## src/sv/hrbp_pkg.sv

```systemverilog
package hrbp_pkg;

    localparam int LENGTH_BITS_DEF = 32;
    localparam int VERSION_BITS_DEF = 16;

    localparam logic [1:0] ST_MORE = 2'd0;
    localparam logic [1:0] ST_DONE = 2'd1;
    localparam logic [1:0] ST_ERR  = 2'd2;

    localparam logic [2:0] TG_DELIM  = 3'd0;
    localparam logic [2:0] TG_METHOD = 3'd1;
    localparam logic [2:0] TG_URI    = 3'd2;
    localparam logic [2:0] TG_VER    = 3'd3;
    localparam logic [2:0] TG_NAME   = 3'd4;
    localparam logic [2:0] TG_VALUE  = 3'd5;
    localparam logic [2:0] TG_BODY   = 3'd6;

    localparam logic [4:0] P_METHOD0 = 5'd0;
    localparam logic [4:0] P_METHOD  = 5'd1;
    localparam logic [4:0] P_URI     = 5'd2;
    localparam logic [4:0] P_H       = 5'd3;
    localparam logic [4:0] P_T1      = 5'd4;
    localparam logic [4:0] P_T2      = 5'd5;
    localparam logic [4:0] P_P       = 5'd6;
    localparam logic [4:0] P_SLASH   = 5'd7;
    localparam logic [4:0] P_MAJ0    = 5'd8;
    localparam logic [4:0] P_MAJ     = 5'd9;
    localparam logic [4:0] P_MIN0    = 5'd10;
    localparam logic [4:0] P_MIN     = 5'd11;
    localparam logic [4:0] P_REQLF   = 5'd12;
    localparam logic [4:0] P_LINE    = 5'd13;
    localparam logic [4:0] P_NAME    = 5'd14;
    localparam logic [4:0] P_COLSP   = 5'd15;
    localparam logic [4:0] P_VALUE   = 5'd16;
    localparam logic [4:0] P_LINELF  = 5'd17;
    localparam logic [4:0] P_CONTWS  = 5'd18;
    localparam logic [4:0] P_FINLF   = 5'd19;
    localparam logic [4:0] P_BODY    = 5'd20;

    localparam logic [3:0] CL_NAME_LEN = 4'd14;

    function automatic logic [7:0] cl_name_char(input logic [3:0] idx);
        logic [7:0] ch;
        case (idx)
            4'd0:    ch = "c";
            4'd1:    ch = "o";
            4'd2:    ch = "n";
            4'd3:    ch = "t";
            4'd4:    ch = "e";
            4'd5:    ch = "n";
            4'd6:    ch = "t";
            4'd7:    ch = "-";
            4'd8:    ch = "l";
            4'd9:    ch = "e";
            4'd10:   ch = "n";
            4'd11:   ch = "g";
            4'd12:   ch = "t";
            4'd13:   ch = "h";
            default: ch = 8'd0;
        endcase
        return ch;
    endfunction

    function automatic logic is_ctl(input logic [7:0] c);
        return (c <= 8'd31) || (c == 8'd127);
    endfunction

    function automatic logic is_digit(input logic [7:0] c);
        return (c >= "0") && (c <= "9");
    endfunction

    function automatic logic is_sep(input logic [7:0] c);
        logic s;
        case (c)
            "(", ")", "<", ">", "@", ",", ";", ":", "\\", "\"", "/", "[", "]",
            "?", "=", "{", "}", " ", 8'd9: s = 1'b1;
            default: s = 1'b0;
        endcase
        return s;
    endfunction

    function automatic logic is_token(input logic [7:0] c);
        return (c < 8'd127) && !is_ctl(c) && !is_sep(c);
    endfunction

endpackage

```

## src/sv/hrbp_in_if.sv

```systemverilog
interface hrbp_in_if;
    logic       valid;
    logic       ready;
    logic [7:0] in_byte;

    modport source (output valid, output in_byte, input ready);
    modport sink (input valid, input in_byte, output ready);
endinterface

```

## src/sv/hrbp_out_if.sv

```systemverilog
interface hrbp_out_if;
    logic        valid;
    logic        ready;
    logic [1:0]  parse_status;
    logic [2:0]  field_tag;
    logic [7:0]  out_byte;
    logic        header_start;
    logic [15:0] version_major;
    logic [15:0] version_minor;
    logic [31:0] body_length;

    modport source (output valid, output parse_status, output field_tag, output out_byte,
                    output header_start, output version_major, output version_minor,
                    output body_length, input ready);
    modport sink (input valid, input parse_status, input field_tag, input out_byte,
                  input header_start, input version_major, input version_minor,
                  input body_length, output ready);
endinterface

```

## src/sv/http_request_byte_parser_unit.sv

```systemverilog
// HTTP/1.1 request byte parser.
// The in channel carries one raw request byte per transfer. The out channel
// returns exactly one result per input byte: status, field tag, the byte
// itself, a header-start flag, the version numbers seen so far and, after
// the header block, the latched Content-Length.
// The result of a byte is registered at the edge that accepts it.
// Throughput is one byte per cycle while results are taken, set by the
// single grammar step between the input handshake and the result register.
// The result register is the only stage; a new byte is taken whenever the
// result register is empty or its result is taken in the same cycle. When
// the receiver stalls, the result holds and input ready drops.
// Reset clears all parser state to the start of a method and empties the
// result register. After a result with status complete or error, the parser
// starts over at the next byte.
// Content-Length values wider than LENGTH_BITS and version numbers above
// 2^VERSION_BITS - 1 are an error and saturate respectively.
module http_request_byte_parser_unit #(
    parameter int LENGTH_BITS  = hrbp_pkg::LENGTH_BITS_DEF,
    parameter int VERSION_BITS = hrbp_pkg::VERSION_BITS_DEF
) (
    input  logic clk,
    input  logic rst_n,
    hrbp_in_if.sink    in_ch,
    hrbp_out_if.source out_ch
);

    localparam logic [VERSION_BITS-1:0] VMAX = {VERSION_BITS{1'b1}};
    localparam logic [LENGTH_BITS-1:0]  LMAX = {LENGTH_BITS{1'b1}};
    localparam logic [VERSION_BITS-1:0] VLIM = VMAX / 10;
    localparam logic [LENGTH_BITS-1:0]  LLIM = LMAX / 10;
    localparam logic [3:0] VREM = 4'(VMAX % 10);
    localparam logic [3:0] LREM = 4'(LMAX % 10);

    logic [4:0]              pos_reg, pos_next;
    logic [VERSION_BITS-1:0] major_reg, major_next, minor_reg, minor_next;
    logic                    seen_reg, seen_next;
    logic [3:0]              nmpos_reg, nmpos_next;
    logic                    nmis_reg, nmis_next;
    logic                    inlen_reg, inlen_next;
    logic [LENGTH_BITS-1:0]  vacc_reg, vacc_next;
    logic                    vdig_reg, vdig_next;
    logic                    lbad_reg, lbad_next;
    logic [LENGTH_BITS-1:0]  llat_reg, llat_next;
    logic [LENGTH_BITS-1:0]  bcnt_reg, bcnt_next;

    logic        ovalid_reg;
    logic [1:0]  st_reg;
    logic [2:0]  tag_reg;
    logic [7:0]  byte_reg;
    logic        hs_reg;
    logic [15:0] vmaj_reg, vmin_reg;
    logic [31:0] blen_reg;

    logic [1:0] st;
    logic [2:0] tag;
    logic       hs, show_len, take;
    logic [7:0] c, lc;
    logic [3:0] d;
    logic [LENGTH_BITS-1:0] llat_out;

    assign c = in_ch.in_byte;
    assign d = c[3:0];
    assign lc = (c >= "A" && c <= "Z") ? c + 8'd32 : c;
    assign in_ch.ready = !ovalid_reg || out_ch.ready;
    assign take = in_ch.valid && in_ch.ready;

    always_comb
    begin
        pos_next = pos_reg;
        major_next = major_reg;
        minor_next = minor_reg;
        seen_next = seen_reg;
        nmpos_next = nmpos_reg;
        nmis_next = nmis_reg;
        inlen_next = inlen_reg;
        vacc_next = vacc_reg;
        vdig_next = vdig_reg;
        lbad_next = lbad_reg;
        llat_next = llat_reg;
        bcnt_next = bcnt_reg;
        st = hrbp_pkg::ST_MORE;
        tag = hrbp_pkg::TG_DELIM;
        hs = 1'b0;
        show_len = 1'b0;
        llat_out = llat_reg;
        case (pos_reg)
            hrbp_pkg::P_METHOD0, hrbp_pkg::P_METHOD:
            begin
                if (hrbp_pkg::is_token(c))
                begin
                    tag = hrbp_pkg::TG_METHOD;
                    pos_next = hrbp_pkg::P_METHOD;
                end
                else if (c == " " && pos_reg == hrbp_pkg::P_METHOD)
                    pos_next = hrbp_pkg::P_URI;
                else
                    st = hrbp_pkg::ST_ERR;
            end
            hrbp_pkg::P_URI:
            begin
                if (c == " ")
                    pos_next = hrbp_pkg::P_H;
                else if (!hrbp_pkg::is_ctl(c))
                    tag = hrbp_pkg::TG_URI;
                else
                    st = hrbp_pkg::ST_ERR;
            end
            hrbp_pkg::P_H:
                if (c == "H") pos_next = hrbp_pkg::P_T1; else st = hrbp_pkg::ST_ERR;
            hrbp_pkg::P_T1:
                if (c == "T") pos_next = hrbp_pkg::P_T2; else st = hrbp_pkg::ST_ERR;
            hrbp_pkg::P_T2:
                if (c == "T") pos_next = hrbp_pkg::P_P; else st = hrbp_pkg::ST_ERR;
            hrbp_pkg::P_P:
                if (c == "P") pos_next = hrbp_pkg::P_SLASH; else st = hrbp_pkg::ST_ERR;
            hrbp_pkg::P_SLASH:
                if (c == "/") pos_next = hrbp_pkg::P_MAJ0; else st = hrbp_pkg::ST_ERR;
            hrbp_pkg::P_MAJ0, hrbp_pkg::P_MAJ:
            begin
                if (hrbp_pkg::is_digit(c))
                begin
                    tag = hrbp_pkg::TG_VER;
                    pos_next = hrbp_pkg::P_MAJ;
                    if (major_reg > VLIM || (major_reg == VLIM && d > VREM))
                        major_next = VMAX;
                    else
                        major_next = VERSION_BITS'(major_reg * 10)
                                     + VERSION_BITS'(d);
                end
                else if (c == "." && pos_reg == hrbp_pkg::P_MAJ)
                    pos_next = hrbp_pkg::P_MIN0;
                else
                    st = hrbp_pkg::ST_ERR;
            end
            hrbp_pkg::P_MIN0, hrbp_pkg::P_MIN:
            begin
                if (hrbp_pkg::is_digit(c))
                begin
                    tag = hrbp_pkg::TG_VER;
                    pos_next = hrbp_pkg::P_MIN;
                    if (minor_reg > VLIM || (minor_reg == VLIM && d > VREM))
                        minor_next = VMAX;
                    else
                        minor_next = VERSION_BITS'(minor_reg * 10)
                                     + VERSION_BITS'(d);
                end
                else if (c == 8'd13 && pos_reg == hrbp_pkg::P_MIN)
                    pos_next = hrbp_pkg::P_REQLF;
                else
                    st = hrbp_pkg::ST_ERR;
            end
            hrbp_pkg::P_REQLF, hrbp_pkg::P_LINELF:
                if (c == 8'd10) pos_next = hrbp_pkg::P_LINE; else st = hrbp_pkg::ST_ERR;
            hrbp_pkg::P_LINE:
            begin
                if (c == " " || c == 8'd9)
                begin
                    if (seen_reg) pos_next = hrbp_pkg::P_CONTWS;
                    else st = hrbp_pkg::ST_ERR;
                end
                else if (hrbp_pkg::is_token(c) || c == 8'd13)
                begin
                    if (inlen_reg)
                    begin
                        if (!vdig_reg) lbad_next = 1'b1;
                        else llat_next = vacc_reg;
                    end
                    inlen_next = 1'b0;
                    vacc_next = '0;
                    vdig_next = 1'b0;
                    if (c == 8'd13)
                        pos_next = hrbp_pkg::P_FINLF;
                    else
                    begin
                        seen_next = 1'b1;
                        if (lc == hrbp_pkg::cl_name_char(4'd0))
                        begin
                            nmpos_next = 4'd1;
                            nmis_next = 1'b0;
                        end
                        else
                        begin
                            nmpos_next = 4'd0;
                            nmis_next = 1'b1;
                        end
                        tag = hrbp_pkg::TG_NAME;
                        hs = 1'b1;
                        pos_next = hrbp_pkg::P_NAME;
                    end
                end
                else
                    st = hrbp_pkg::ST_ERR;
            end
            hrbp_pkg::P_NAME:
            begin
                if (hrbp_pkg::is_token(c))
                begin
                    tag = hrbp_pkg::TG_NAME;
                    if (!nmis_reg && nmpos_reg < hrbp_pkg::CL_NAME_LEN
                        && lc == hrbp_pkg::cl_name_char(nmpos_reg))
                        nmpos_next = nmpos_reg + 4'd1;
                    else
                        nmis_next = 1'b1;
                end
                else if (c == ":")
                begin
                    inlen_next = !nmis_reg && nmpos_reg == hrbp_pkg::CL_NAME_LEN;
                    pos_next = hrbp_pkg::P_COLSP;
                end
                else
                    st = hrbp_pkg::ST_ERR;
            end
            hrbp_pkg::P_COLSP:
                if (c == " ") pos_next = hrbp_pkg::P_VALUE; else st = hrbp_pkg::ST_ERR;
            hrbp_pkg::P_CONTWS, hrbp_pkg::P_VALUE:
            begin
                if (pos_reg == hrbp_pkg::P_CONTWS && (c == " " || c == 8'd9))
                    pos_next = pos_reg;
                else if (c == 8'd13)
                    pos_next = hrbp_pkg::P_LINELF;
                else if (c < 8'd127 && !hrbp_pkg::is_ctl(c))
                begin
                    tag = hrbp_pkg::TG_VALUE;
                    pos_next = hrbp_pkg::P_VALUE;
                    if (inlen_reg)
                    begin
                        if (!hrbp_pkg::is_digit(c))
                            lbad_next = 1'b1;
                        else if (vacc_reg > LLIM || (vacc_reg == LLIM && d > LREM))
                            lbad_next = 1'b1;
                        else
                        begin
                            vacc_next = LENGTH_BITS'(vacc_reg * 10) + LENGTH_BITS'(d);
                            vdig_next = 1'b1;
                        end
                    end
                end
                else
                    st = hrbp_pkg::ST_ERR;
            end
            hrbp_pkg::P_FINLF:
            begin
                if (c != 8'd10 || lbad_reg)
                    st = hrbp_pkg::ST_ERR;
                else
                begin
                    show_len = 1'b1;
                    bcnt_next = '0;
                    if (llat_reg == '0) st = hrbp_pkg::ST_DONE;
                    else pos_next = hrbp_pkg::P_BODY;
                end
            end
            hrbp_pkg::P_BODY:
            begin
                tag = hrbp_pkg::TG_BODY;
                show_len = 1'b1;
                bcnt_next = bcnt_reg + 1'b1;
                if (bcnt_reg + 1'b1 >= llat_reg) st = hrbp_pkg::ST_DONE;
            end
            default:
                st = hrbp_pkg::ST_ERR;
        endcase
        if (st == hrbp_pkg::ST_ERR)
            tag = hrbp_pkg::TG_DELIM;
    end

    always_ff @(posedge clk or negedge rst_n)
    begin
        if (!rst_n)
        begin
            pos_reg <= hrbp_pkg::P_METHOD0;
            major_reg <= '0;
            minor_reg <= '0;
            seen_reg <= 1'b0;
            nmpos_reg <= '0;
            nmis_reg <= 1'b0;
            inlen_reg <= 1'b0;
            vacc_reg <= '0;
            vdig_reg <= 1'b0;
            lbad_reg <= 1'b0;
            llat_reg <= '0;
            bcnt_reg <= '0;
            ovalid_reg <= 1'b0;
        end
        else
        begin
            if (out_ch.ready || !ovalid_reg)
                ovalid_reg <= in_ch.valid;
            if (take)
            begin
                if (st != hrbp_pkg::ST_MORE)
                begin
                    pos_reg <= hrbp_pkg::P_METHOD0;
                    major_reg <= '0;
                    minor_reg <= '0;
                    seen_reg <= 1'b0;
                    nmpos_reg <= '0;
                    nmis_reg <= 1'b0;
                    inlen_reg <= 1'b0;
                    vacc_reg <= '0;
                    vdig_reg <= 1'b0;
                    lbad_reg <= 1'b0;
                    llat_reg <= '0;
                    bcnt_reg <= '0;
                end
                else
                begin
                    pos_reg <= pos_next;
                    major_reg <= major_next;
                    minor_reg <= minor_next;
                    seen_reg <= seen_next;
                    nmpos_reg <= nmpos_next;
                    nmis_reg <= nmis_next;
                    inlen_reg <= inlen_next;
                    vacc_reg <= vacc_next;
                    vdig_reg <= vdig_next;
                    lbad_reg <= lbad_next;
                    llat_reg <= llat_next;
                    bcnt_reg <= bcnt_next;
                end
            end
        end
    end

    always_ff @(posedge clk)
    begin
        if (take)
        begin
            st_reg <= st;
            tag_reg <= tag;
            byte_reg <= c;
            hs_reg <= hs;
            vmaj_reg <= 16'(major_next);
            vmin_reg <= 16'(minor_next);
            blen_reg <= show_len ? 32'(llat_out) : 32'd0;
        end
    end

    assign out_ch.valid = ovalid_reg;
    assign out_ch.parse_status = st_reg;
    assign out_ch.field_tag = tag_reg;
    assign out_ch.out_byte = byte_reg;
    assign out_ch.header_start = hs_reg;
    assign out_ch.version_major = vmaj_reg;
    assign out_ch.version_minor = vmin_reg;
    assign out_ch.body_length = blen_reg;

endmodule

```

## src/flat_wrapper.sv

```systemverilog
// flat-port wrapper written by rule: the top's interface ports become plain ports
module http_request_byte_parser_unit_flat 
#(
    parameter int LENGTH_BITS  = hrbp_pkg::LENGTH_BITS_DEF,
    parameter int VERSION_BITS = hrbp_pkg::VERSION_BITS_DEF
)
  (clk, rst_n, in_ch_valid, in_ch_in_byte, in_ch_ready, out_ch_valid, out_ch_parse_status, out_ch_field_tag, out_ch_out_byte, out_ch_header_start, out_ch_version_major, out_ch_version_minor, out_ch_body_length, out_ch_ready);
  hrbp_in_if in_ch_i ();
  hrbp_out_if out_ch_i ();
  input  logic clk;
  input  logic rst_n;
  input wire logic [$bits(in_ch_i.valid)-1:0] in_ch_valid;
  input wire logic [$bits(in_ch_i.in_byte)-1:0] in_ch_in_byte;
  output wire logic [$bits(in_ch_i.ready)-1:0] in_ch_ready;
  output wire logic [$bits(out_ch_i.valid)-1:0] out_ch_valid;
  output wire logic [$bits(out_ch_i.parse_status)-1:0] out_ch_parse_status;
  output wire logic [$bits(out_ch_i.field_tag)-1:0] out_ch_field_tag;
  output wire logic [$bits(out_ch_i.out_byte)-1:0] out_ch_out_byte;
  output wire logic [$bits(out_ch_i.header_start)-1:0] out_ch_header_start;
  output wire logic [$bits(out_ch_i.version_major)-1:0] out_ch_version_major;
  output wire logic [$bits(out_ch_i.version_minor)-1:0] out_ch_version_minor;
  output wire logic [$bits(out_ch_i.body_length)-1:0] out_ch_body_length;
  input wire logic [$bits(out_ch_i.ready)-1:0] out_ch_ready;
  assign in_ch_i.valid = in_ch_valid;
  assign in_ch_i.in_byte = in_ch_in_byte;
  assign in_ch_ready = in_ch_i.ready;
  assign out_ch_valid = out_ch_i.valid;
  assign out_ch_parse_status = out_ch_i.parse_status;
  assign out_ch_field_tag = out_ch_i.field_tag;
  assign out_ch_out_byte = out_ch_i.out_byte;
  assign out_ch_header_start = out_ch_i.header_start;
  assign out_ch_version_major = out_ch_i.version_major;
  assign out_ch_version_minor = out_ch_i.version_minor;
  assign out_ch_body_length = out_ch_i.body_length;
  assign out_ch_i.ready = out_ch_ready;
  http_request_byte_parser_unit #(.LENGTH_BITS(LENGTH_BITS), .VERSION_BITS(VERSION_BITS)) u_core (.clk(clk), .rst_n(rst_n), .in_ch(in_ch_i), .out_ch(out_ch_i));
endmodule
```

## config.mk

```make
export PLATFORM = sky130hd
export DESIGN_NAME = http_request_byte_parser_unit_flat
export DESIGN_NICKNAME = d
export VERILOG_FILES = /design/src/sv/hrbp_pkg.sv /design/src/sv/hrbp_in_if.sv /design/src/sv/hrbp_out_if.sv /design/src/sv/http_request_byte_parser_unit.sv /design/src/flat_wrapper.sv
export SDC_FILE = /design/constraint.sdc
export NUM_CORES = 1
export LEC_CHECK = 0
export BUFFER_PORTS_ARGS = -buffer_cell sky130_fd_sc_hd__buf_4
export CAP_MARGIN = 20
export CELL_PAD_IN_SITES_DETAIL_PLACEMENT = 1
export CELL_PAD_IN_SITES_GLOBAL_PLACEMENT = 2
export CORE_MARGIN = 4
export CORE_UTILIZATION = 40
export CTS_BUF_LIST = sky130_fd_sc_hd__clkbuf_8
export DETAILED_ROUTE_END_ITERATION = 10
export PLACE_DENSITY = 0.86
export SLEW_MARGIN = 0
export SYNTH_ARGS = -nofsm -noshare
export SYNTH_HDL_FRONTEND = slang
export SYNTH_SLANG_ARGS = --single-unit
```

## constraint.sdc

```tcl
create_clock -name clk -period 5 [get_ports clk]
set_input_delay 1.25 -clock clk [delete_from_list [all_inputs] [get_ports clk]]
set_output_delay 1.25 -clock clk [all_outputs]
set_load 0.03 [all_outputs]
```

==> results.md, run 1 <==
- Syn-to-layout area delta: 12.8%
- Max Clock Skew: 0.0190 ns
- Routed length per instance: 20.6 um
- Ys async rst share: 64.7%
- WP data arrival: 5.02 ns
- Design area: 18,600 um^2
- Hold buffers post-CTS: 0
- Pwr Total: 4.24 mW
- Area contributors post-synth: dfrtp_1 (22%), edfxtp_1 (14%), ha_1 (11%), nand2_1 (4.3%), xnor2_1 (3.5%)
- Routed Antenna Nets: 0
- RSZ-0062 raised after global routing: false
- DRC: 0
- Fin nets: 2,071
- DR pass1 iterations: 4
- Yosys top cell by area: dfrtp_1
- Worst Tran Pin Value: 0.960 ns
- Fin. Hold Viols: 0
- Part of the Yosys area used for sequential elements: 35.9%
- F_max: 217 MHz
- Global-route wire length before repair: 81.6 mm
- Max-slew headroom: 34.4%
- Switching Share: 29.9%
- Io pins: 92
- Crit path max fanout: 32
- Reg2reg start: u_core.bcnt_reg[0]
- DP Cell Count: 2,389
- Comb power frac: 14.5%
- Clock Latency Late Sink: 0.56 ns
- Seq pwr share: 46.7%
- Share of layout cells above drive strength 1: 11.5%
- IO buf count: 91
- All-layer global routing usage: 22.2%
- Cell area after synthesis: 16,500 um^2
- Final worst-path cycle share: 92.3%
- Final wirelength: 50.7 mm
- VDD IR max: 0.139 mV
- Post-synth top flop: dfrtp_1
- N_diodes: 0
- Num rows: 74
- CTS tree: done
- Post-synthesis instance total: 1,825
- Cell Pwr Density: 228 nW/um^2
- Initial antenna violation count: 1
- Worst setup path startpoint: u_core.bcnt_reg[0]
- CTS Sinks: 221
- FF+latch count, synth: 221
- Clock buffer count from CTS: 40
- Initial Util: 40.4%
- DIE HEIGHT: 211 um
- Area share of the largest cell type after synthesis: 21.7%
- Largest net degree at the start of global routing: 127
- Setup TNS: 0 ns
- Core Util, Final: 45.5%
- Vias in the first global route: 15,200
- Final std cells w/o fill: 2,465
- Clk network pwr share: 38.8%
- Slew Limit Fails: 0
- Synth Warn #: 0
- Total number of vias: 14,500
- Htree depth: 2
- Final min period: 4.61 ns
- Post-synth EDFFs: 78
- Detail Placement HPWL: 37.6 mm
- Synth unique cells: 89
- Sw Pwr: 1.27 mW
- Lkg Pwr: 8.29 nW
- Core box area: 40,800 um^2
- Die width: 211 um
- Syn_area_per_cell: 9.04 um^2
- Setup CP Type: reg -> reg
- Startpoint types: flop
- Initial DRC count: 801
- Clock transition at the registers of the reported paths: 0.07 ns
- Crit end category: flop
- Final RePlAce weighted congestion: 0.862
- GR Overflow Total: 0
- Max Cap Violations: 0
- Internal power: 2.97 mW
- Status: finished, final reports clean
- Worst EP required: 5.41 ns
- Hold Path Class: in -> async
- Final setup fails: 0
- Placed inst area: 17,800 um^2
- CTS Buffer Depth: 3
- Die area: 44,500 um^2
- Number of vias per cell: 5.89
- Root Buffer: clkbuf_8
- Total nets after synthesis: 1,994
==> cells in the final DEF, fill, tap and decap left out, types with 20 or more instances in the layout <==
cell | Yosys | final
buf_4 | 0 | 116
xor2_1 | 51 | 51
clkbuf_8 | 0 | 44
o21a_1 | 21 | 21
a22o_1 | 33 | 33
o31ai_1 | 48 | 48
nor2_1 | 146 | 146
nand4_1 | 27 | 27
xnor2_1 | 66 | 66
and3_1 | 22 | 20
nor2b_1 | 25 | 25
o21ai_0 | 112 | 112
nand2_1 | 188 | 187
a21o_1 | 23 | 23
a21oi_1 | 92 | 92
ha_1 | 151 | 150
inv_1 | 78 | 95
dfrtp_1 | 143 | 142
nor4_1 | 27 | 27
nand3_1 | 45 | 45
edfxtp_1 | 78 | 78
nor3_1 | 41 | 39
==> routing by layer <==
metal | track usage [%] | routed length (um) | vias to the layer above
li1 | - | - | 6937
met1 | 30.5 | 23600 | 7296
met2 | 37.7 | 24600 | 206
met3 | 2.23 | 1340 | 79
met4 | 6.01 | 1160 | 0
met5 | 0 | 0 | -
==> path summary, 6_finish.rpt <==
check,endpoint,slack [ns],cells past startpoint
worst max-delay path,u_core.bcnt_reg[25],0.39,18
min in group clk,u_core.vdig_reg,0.53,2
worst min-delay path,u_core.bcnt_reg[12],0.53,1
max in group asynchronous,u_core.minor_reg[11],3.49,2
worst min register to register,u_core.vdig_reg,0.53,2
worst max register to register,u_core.bcnt_reg[25],0.39,18
==> synthesized netlist by cell type, types with 6 or more instances <==
master	instances
a2111oi_0	7
a211o_1	13
a211oi_1	17
a21o_1	23
a21oi_1	92
a22o_1	33
a31oi_1	16
a41o_1	12
and2_1	18
and3_1	22
buf_2	15
clkbuf_1	72
dfrtp_1	143
edfxtp_1	78
fa_1	6
ha_1	151
inv_1	78
nand2_1	188
nand2b_1	14
nand3_1	45
nand3b_1	11
nand4_1	27
nand4b_1	6
nor2_1	146
nor2b_1	25
nor3_1	41
nor3b_1	14
nor4_1	27
o211ai_1	19
o21a_1	21
o21ai_0	112
o21ai_1	7
o21bai_1	7
o22a_1	15
o22ai_1	6
o31ai_1	48
or2_2	9
or3_1	13
xnor2_1	66
xor2_1	51
==> cells by family (layout without fill, tap and decap cells) <==
family / after synthesis / in the layout / share of synthesized area, %
buffers and inverters: 166 / 273 / 3.94
AO/OA/AOI/OAI: 507 / 507 / 21.1
adder cells (fa/ha/maj): 157 / 157 / 12.2
flip-flops: 221 / 221 / 35.9
AND/OR/NAND/NOR: 648 / 649 / 20.0
multiplexers: 9 / 9 / 0.577
XOR/XNOR: 117 / 117 / 6.21
==> final cells by class <==
class                   instances  area, um^2
fillers                      4749       22200
multi-input cells            1439        9980
flip-flops and latches        221        5920
repair buffers                122         973
well taps                     532         666
clock buffers                  44         606
inverters                      78         295
clock inverters                29         154
==> metrics by stage <==
step | hold slack (ns) | worst slack (ns)
after global routing | 0.517 | 0.0191
after floorplan | 0.462 | 0.439
after detailed placement | 0.517 | 0.229
after CTS | 0.503 | 0.215
final | 0.528 | 0.387
after global placement | 0.506 | 0.388
==> power groups by stage <==
stage	sequential (mW)	clock, mW	combinational (mW)
after global placement	2.01	0	0.595
after global routing	1.99	1.78	0.663
after floorplan	2.04	0	0.339
after CTS	1.98	1.70	0.609
final	1.98	1.65	0.617
after detailed placement	2.01	0	0.607
==> critical path: stages, from the launching register on <==
cell      delay [ns]
dfrtp_2         0.41
ha_2            0.22
and3_1          0.21
and3_1          0.24
and3_2          0.24
and3_2          0.24
and3_1          0.25
nand3_1         0.16
xnor2_1         0.16
ha_1            0.29
nand4_1         0.09
or4_4           0.53
nor4b_2         0.32
a211oi_2        0.18
nand2_4         0.29
o21ai_2         0.11
buf_12          0.20
o21ai_0         0.18
o21ai_0         0.12
==> what timing repair did <==
action / CTS / global route
gates resized for setup: 0 / 7
setup buffers: 0 / 2
endpoints found under the setup margin: 0 / 74
Note: power is estimated with default switching activity, not from simulation.
==> run 2, diff against run 1 <==
- PLACE_DENSITY: 0.86 -> unset
- PLACE_DENSITY_LB_ADDON: unset -> 0.1
==> results.md, run 2 (synthesis gave the netlist of run 1 again) <==
- Status: finished, final reports clean (unchanged)
- Die width: 211 um (unchanged)
- Clock transition at the registers of the reported paths: 0.06 ns (was 0.07 ns)
- CTS Sinks: 221 (unchanged)
- Final std cells w/o fill: 2,479 (was 2,465)
- DP Cell Count: 2,401 (was 2,389)
- DR pass1 iterations: 5 (was 4)
- Syn-to-layout area delta: 13.4% (was 12.8%)
- Final setup fails: 0 (unchanged)
- Final min period: 4.70 ns (was 4.61 ns)
- Hold buffers post-CTS: 0 (unchanged)
- GR Overflow Total: 0 (unchanged)
- Lkg Pwr: 8.36 nW (was 8.29 nW)
- F_max: 213 MHz (was 217 MHz)
- Routed length per instance: 20.4 um (was 20.6 um)
- WP data arrival: 5.13 ns (was 5.02 ns)
- Setup bufs post-CTS: 0 (unchanged)
- Crit end category: flop (unchanged)
- Clock buffer count from CTS: 43 (was 40)
- Initial Util: 40.4% (unchanged)
- Worst EP required: 5.43 ns (was 5.41 ns)
- Io pins: 92 (unchanged)
- Detail Placement HPWL: 37.9 mm (was 37.6 mm)
- Placed inst area: 17,900 um^2 (was 17,800 um^2)
- Number of vias per cell: 5.80 (was 5.89)
- Share of layout cells above drive strength 1: 11.8% (was 11.5%)
- Most frequent cells in the layout: nand2_1 (187), ha_1 (151), nor2_1 (146) (was nand2_1 (187), ha_1 (150), nor2_1 (146))
- Hold depth: 2
- Core box area: 40,800 um^2 (unchanged)
- Global-route wire length before repair: 81.8 mm (was 81.6 mm)
- VDD IR max: 0.137 mV (was 0.139 mV)
- Fin nets: 2,083 (was 2,071)
- Max Cap Violations: 0 (unchanged)
- Cell Pwr Density: 233 nW/um^2 (was 228 nW/um^2)
- Design area: 18,700 um^2 (was 18,600 um^2)
- Setup CP Type: reg -> reg (unchanged)
- Initial antenna violation count: 2 (was 1)
- Routed Antenna Nets: 0 (unchanged)
- DIE HEIGHT: 211 um (unchanged)
- Vias in the first global route: 14,800 (was 15,200)
- Max Clock Skew: 0.0316 ns (was 0.0190 ns)
- Clock Latency Late Sink: 0.60 ns (was 0.56 ns)
- Final wirelength: 50.6 mm (was 50.7 mm)
- Startpoint types: flop (unchanged)
- Worst Tran Pin Value: 0.982 ns (was 0.960 ns)
- Largest net degree at the start of global routing: 97 (was 127)
- Die area: 44,500 um^2 (unchanged)
- Total number of vias: 14,400 (was 14,500)
- Slew Limit Fails: 0 (unchanged)
- Final RePlAce weighted congestion: 0.834 (was 0.862)
- CTS Buffer Depth: 3 (unchanged)
- Most common cell after layout, fill and taps aside: nand2_1 (unchanged)
- Hold Path Class: reg -> reg (was in -> async)
- Final worst-path cycle share: 94.1% (was 92.3%)
- Crit path max fanout: 32 (unchanged)
- IO buf count: 91 (unchanged)
- CTS tree: done (unchanged)
- All-layer global routing usage: 22.5% (was 22.2%)
- DRC: 0 (unchanged)
- Worst R2R Path Depth: 17 (was 18)
- Core Util, Final: 45.8% (was 45.5%)
- Max-slew headroom: 34.5% (was 34.4%)
- Htree depth: 2 (unchanged)
- Setup TNS: 0 ns (unchanged)
- Fillers: 4,798 (was 4,749)
- RSZ-0062 raised after global routing: false (unchanged)
- Initial DRC count: 765 (was 801)
- WHS: 0.522 ns (was 0.528 ns)
- Root Buffer: clkbuf_8 (unchanged)
- Num rows: 74 (unchanged)
- Fin. Hold Viols: 0 (unchanged)
[run 2: changes by cell type in the layout (fill, tap and decap cells not counted), sizes merged]
cell,before,now
buf,122,132
clkbuf,44,49
inv,97,100
clkinv,7,5
clkinvlp,2,0
diode,0,1
nand2,190,189
[run 2: critical path, stage by stage (launching register included)]
cell,delay [ns]
dfrtp_1,0.43
ha_1,0.25
and3_1,0.22
and3_1,0.25
and3_2,0.25
and3_2,0.25
and3_2,0.24
nand3_1,0.14
xnor2_1,0.16
ha_1,0.29
nand4_1,0.11
or4_4,0.55
nor4b_2,0.33
a211oi_2,0.11
buf_4,0.18
a21oi_4,0.25
buf_4,0.39
o31ai_1,0.14
[run 2: path summary, 6_finish.rpt]
kind / start / to / slack [ns]
max: u_core.bcnt_reg[0] / u_core.llat_out[9] / 0.30
min: u_core.vdig_reg / u_core.vdig_reg / 0.52
max reg2reg: u_core.bcnt_reg[0] / u_core.llat_out[9] / 0.30
min reg2reg: u_core.vdig_reg / u_core.vdig_reg / 0.52
max in group asynchronous: rst_n / u_core.bcnt_reg[1] / 3.17
min in group asynchronous: rst_n / u_core.minor_reg[11] / 0.77
[run 2: per-stage QoR]
stage	power, mW	worst slack, ns
after detailed placement	2.63	0.108
final	4.35	0.297
after CTS	4.42	0.107
after floorplan	2.38	0.439
after global placement	2.62	0.259
after global routing	4.56	0.0186
[run 2: report_power, final]
part	leakage (nW)	total, mW	internal [mW]	switching [mW]
clock	0.501	1.75	0.941	0.812
sequential	2.76	1.96	1.92	0.0365
combinational	5.10	0.641	0.198	0.443
[run 2: routing by layer]
metal / GRT usage, % / vias to the layer above / part of all wire [%]
li1: - / 6950 / -
met3: 3.46 / 46 / 3.5
met2: 36.3 / 204 / 46
met4: 4.67 / 0 / 1.5
met1: 32.4 / 7169 / 49
met5: 0 / - / 0
[run 2: repair_timing]
action                                 in CTS  in global routing
endpoints found under the hold margin       0                  0
gates resized for setup                     0                  5
setup endpoints to repair                   0                114
[run 2: final cells by class]
type / instances / area (um^2) / area share, %
diodes: 1 / 2.50 / 0.0134
clock buffers: 49 / 674 / 3.61
well taps: 532 / 666 / 3.56
flip-flops and latches: 221 / 5920 / 31.7
inverters: 78 / 295 / 1.58
repair buffers: 132 / 1030 / 5.52
multi-input cells: 1438 / 9970 / 53.3
clock inverters: 28 / 136 / 0.729
==> run 3, diff against run 2 <==
- CORE_UTILIZATION: 40 -> 37
- clock period: 5 -> 4.1 ns (I/O delays scaled with it)
==> results.md, run 3 (synthesis gave the netlist of run 1 again) <==
- Status: complete, but fails checks (was finished, final reports clean)
- Failing checks: setup timing
- Worst EP required: 4.53 ns (was 5.43 ns)
- Routed length per instance: 21.1 um (was 20.4 um)
- Most frequent cells in the layout: buf_4 (232), nand2_1 (175), ha_1 (150) (was nand2_1 (187), ha_1 (151), nor2_1 (146))
- RSZ-0062 raised after global routing: true (was false)
- Lkg Pwr: 9.22 nW (was 8.36 nW)
- Crit path max fanout: 5 (was 32)
- Syn-to-layout area delta: 24.0% (was 13.4%)
- Clock Latency Late Sink: 0.60 ns (about the same)
- N_diodes: 0 (was 1)
- Max Cap Violations: 0 (unchanged)
- VDD IR max: 0.218 mV (was 0.137 mV)
- Share of layout cells above drive strength 1: 21.1% (was 11.8%)
- WHS: 0.442 ns (was 0.522 ns)
- DP Cell Count: 2,562 (was 2,401)
- Clock transition at the registers of the reported paths: 0.07 ns (was 0.06 ns)
- Crit end category: flop (unchanged)
- Fillers: 5,133 (was 4,798)
- Final min period: 4.11 ns (was 4.70 ns)
- GR Overflow Total: 0 (unchanged)
- CTS tree: done (unchanged)
- Startpoint types: flop (unchanged)
- Vias in the first global route: 15,400 (was 14,800)
- CTS Buffer Depth: 3 (unchanged)
- Clock buffer count from CTS: 41 (was 43)
- Final setup fails: 3 (was 0)
- Hold buffers post-CTS: 0 (unchanged)
- WP data arrival: 4.54 ns (was 5.13 ns)
- Worst Tran Pin Value: 0.785 ns (was 0.982 ns)
- Hold Path Class: in -> async (was reg -> reg)
- Die width: 219 um (was 211 um)
- DIE HEIGHT: 219 um (was 211 um)
- Total number of vias: 15,100 (was 14,400)
- DR pass1 iterations: 4 (was 5)
- Largest net degree at the start of global routing: 65 (was 97)
- Final worst-path cycle share: 100% (was 94.1%)
- Final std cells w/o fill: 2,661 (was 2,479)
- Htree depth: 2 (unchanged)
- Footprint of the multi-input gates: 10,400 um^2 (was 9970 um^2)
- Pwr Total: 5.75 mW (was 4.35 mW)
- Initial Util: 37.4% (was 40.4%)
- Fin. Hold Viols: 0 (unchanged)
- Global-route wire length before repair: 87.1 mm (was 81.8 mm)
- Register area: 5920 um^2 (about the same)
- Most common cell after layout, fill and taps aside: buf_4 (was nand2_1)
- Max Clock Skew: 0.0358 ns (was 0.0316 ns)
- Detail Placement HPWL: 41.3 mm (was 37.9 mm)
- Core Util, Final: 46.3% (was 45.8%)
- Routed Antenna Nets: 0 (unchanged)
- All-layer global routing usage: 22.8% (was 22.5%)
- Number of vias per cell: 5.67 (was 5.80)
- Core box area: 44,100 um^2 (was 40,800 um^2)
- Initial antenna violation count: 1 (was 2)
- DRC: 0 (unchanged)
- Final wirelength: 56.2 mm (was 50.6 mm)
- Die area: 48,000 um^2 (was 44,500 um^2)
- Placed inst area: 18,800 um^2 (was 17,900 um^2)
- Setup CP Type: reg -> reg (unchanged)
- IO buf count: 91 (unchanged)
- Initial DRC count: 976 (was 765)
- Design area: 20,400 um^2 (was 18,700 um^2)
- Io pins: 92 (unchanged)
- Cell Pwr Density: 281 nW/um^2 (was 233 nW/um^2)
- CTS Sinks: 221 (unchanged)
- Root Buffer: clkbuf_8 (unchanged)
- Num rows: 77 (was 74)
- Max-slew headroom: 47.3% (was 34.5%)
- Slew Limit Fails: 0 (unchanged)
- Final worst setup slack: -0.0116 ns (was 0.297 ns)
- F_max: 243 MHz (was 213 MHz)
- Fin nets: 2,205 (was 2,083)
- Final RePlAce weighted congestion: 0.846 (was 0.834)
-- run 3: cell count changes in the layout (fill, tap and decap cells not counted), moves of 12 or more --
| cell | delta |
|---|---|
| o21ai_1 | +25 |
| nand2_1 | -12 |
| nand2_2 | +12 |
| buf_4 | +104 |
| inv_1 | -17 |
| o21ai_0 | -32 |
-- run 3: worst paths after layout --
kind	startpoint	end	cells after the start	slack (ns)
setup / recovery	u_core.vacc_reg[3]	u_core.vacc_reg[29]	13	-0.01
min in group clk	u_core.vdig_reg	u_core.vdig_reg	2	0.52
max in group asynchronous	rst_n	u_core.minor_reg[3]	2	2.77
hold / removal	rst_n	u_core.vacc_reg[14]	1	0.44
setup reg to reg	u_core.vacc_reg[3]	u_core.vacc_reg[29]	13	-0.01
hold reg to reg	u_core.vdig_reg	u_core.vdig_reg	2	0.52
-- run 3: what timing repair did --
action / in CTS / in global routing
setup endpoints to repair: 110 / 130
resized for setup: 28 / 99
cloned: 3 / 4
pin swaps: 11 / 25
buffers inserted: 9 / 8
-- run 3: worst max-delay path, stage by stage (launching register included) --
cell	delay, ns
dfrtp_1	0.38
buf_4	0.17
ha_1	0.31
ha_1	0.36
o211ai_1	0.14
o211ai_1	0.53
a211oi_2	0.20
buf_4	0.20
o211a_1	0.27
a31oi_2	0.21
nand4_1	0.22
or4_4	0.63
o211ai_1	0.22
o311ai_2	0.13
-- run 3: through the flow --
stage | TNS [ns] | worst slack (ns)
after floorplan | 0 | 0.0427
after global placement | -0.184 | -0.0394
after detailed placement | -5.66 | -0.170
after CTS | 0 | 0.00777
after global routing | -9.59 | -0.162
final | -0.0224 | -0.0116
-- run 3: report_power, final --
| part | internal, mW | switching (mW) |
|---|---|---|
| registers | 2.34 | 0.0498 |
| logic | 0.368 | 0.622 |
| clock network | 1.30 | 1.07 |
-- run 3: final cells by class --
cell class	instances	share of cell area (%)
inverters	78	1.44
clock buffers	46	3.10
multi-input cells	1439	51.0
clock inverters	30	1.21
well taps	592	3.62
repair buffers	255	10.6
flip-flops and latches	221	29.0
-- run 3: metal layers --
metal / share of wire, % / global-route usage [%] / vias up
met4: 2.5 / 5.75 / 2
met3: 3.2 / 3.07 / 83
met1: 45 / 30.1 / 7566
met2: 49 / 39.5 / 227
li1: - / - / 7216
met5: 0.023 / 0 / -
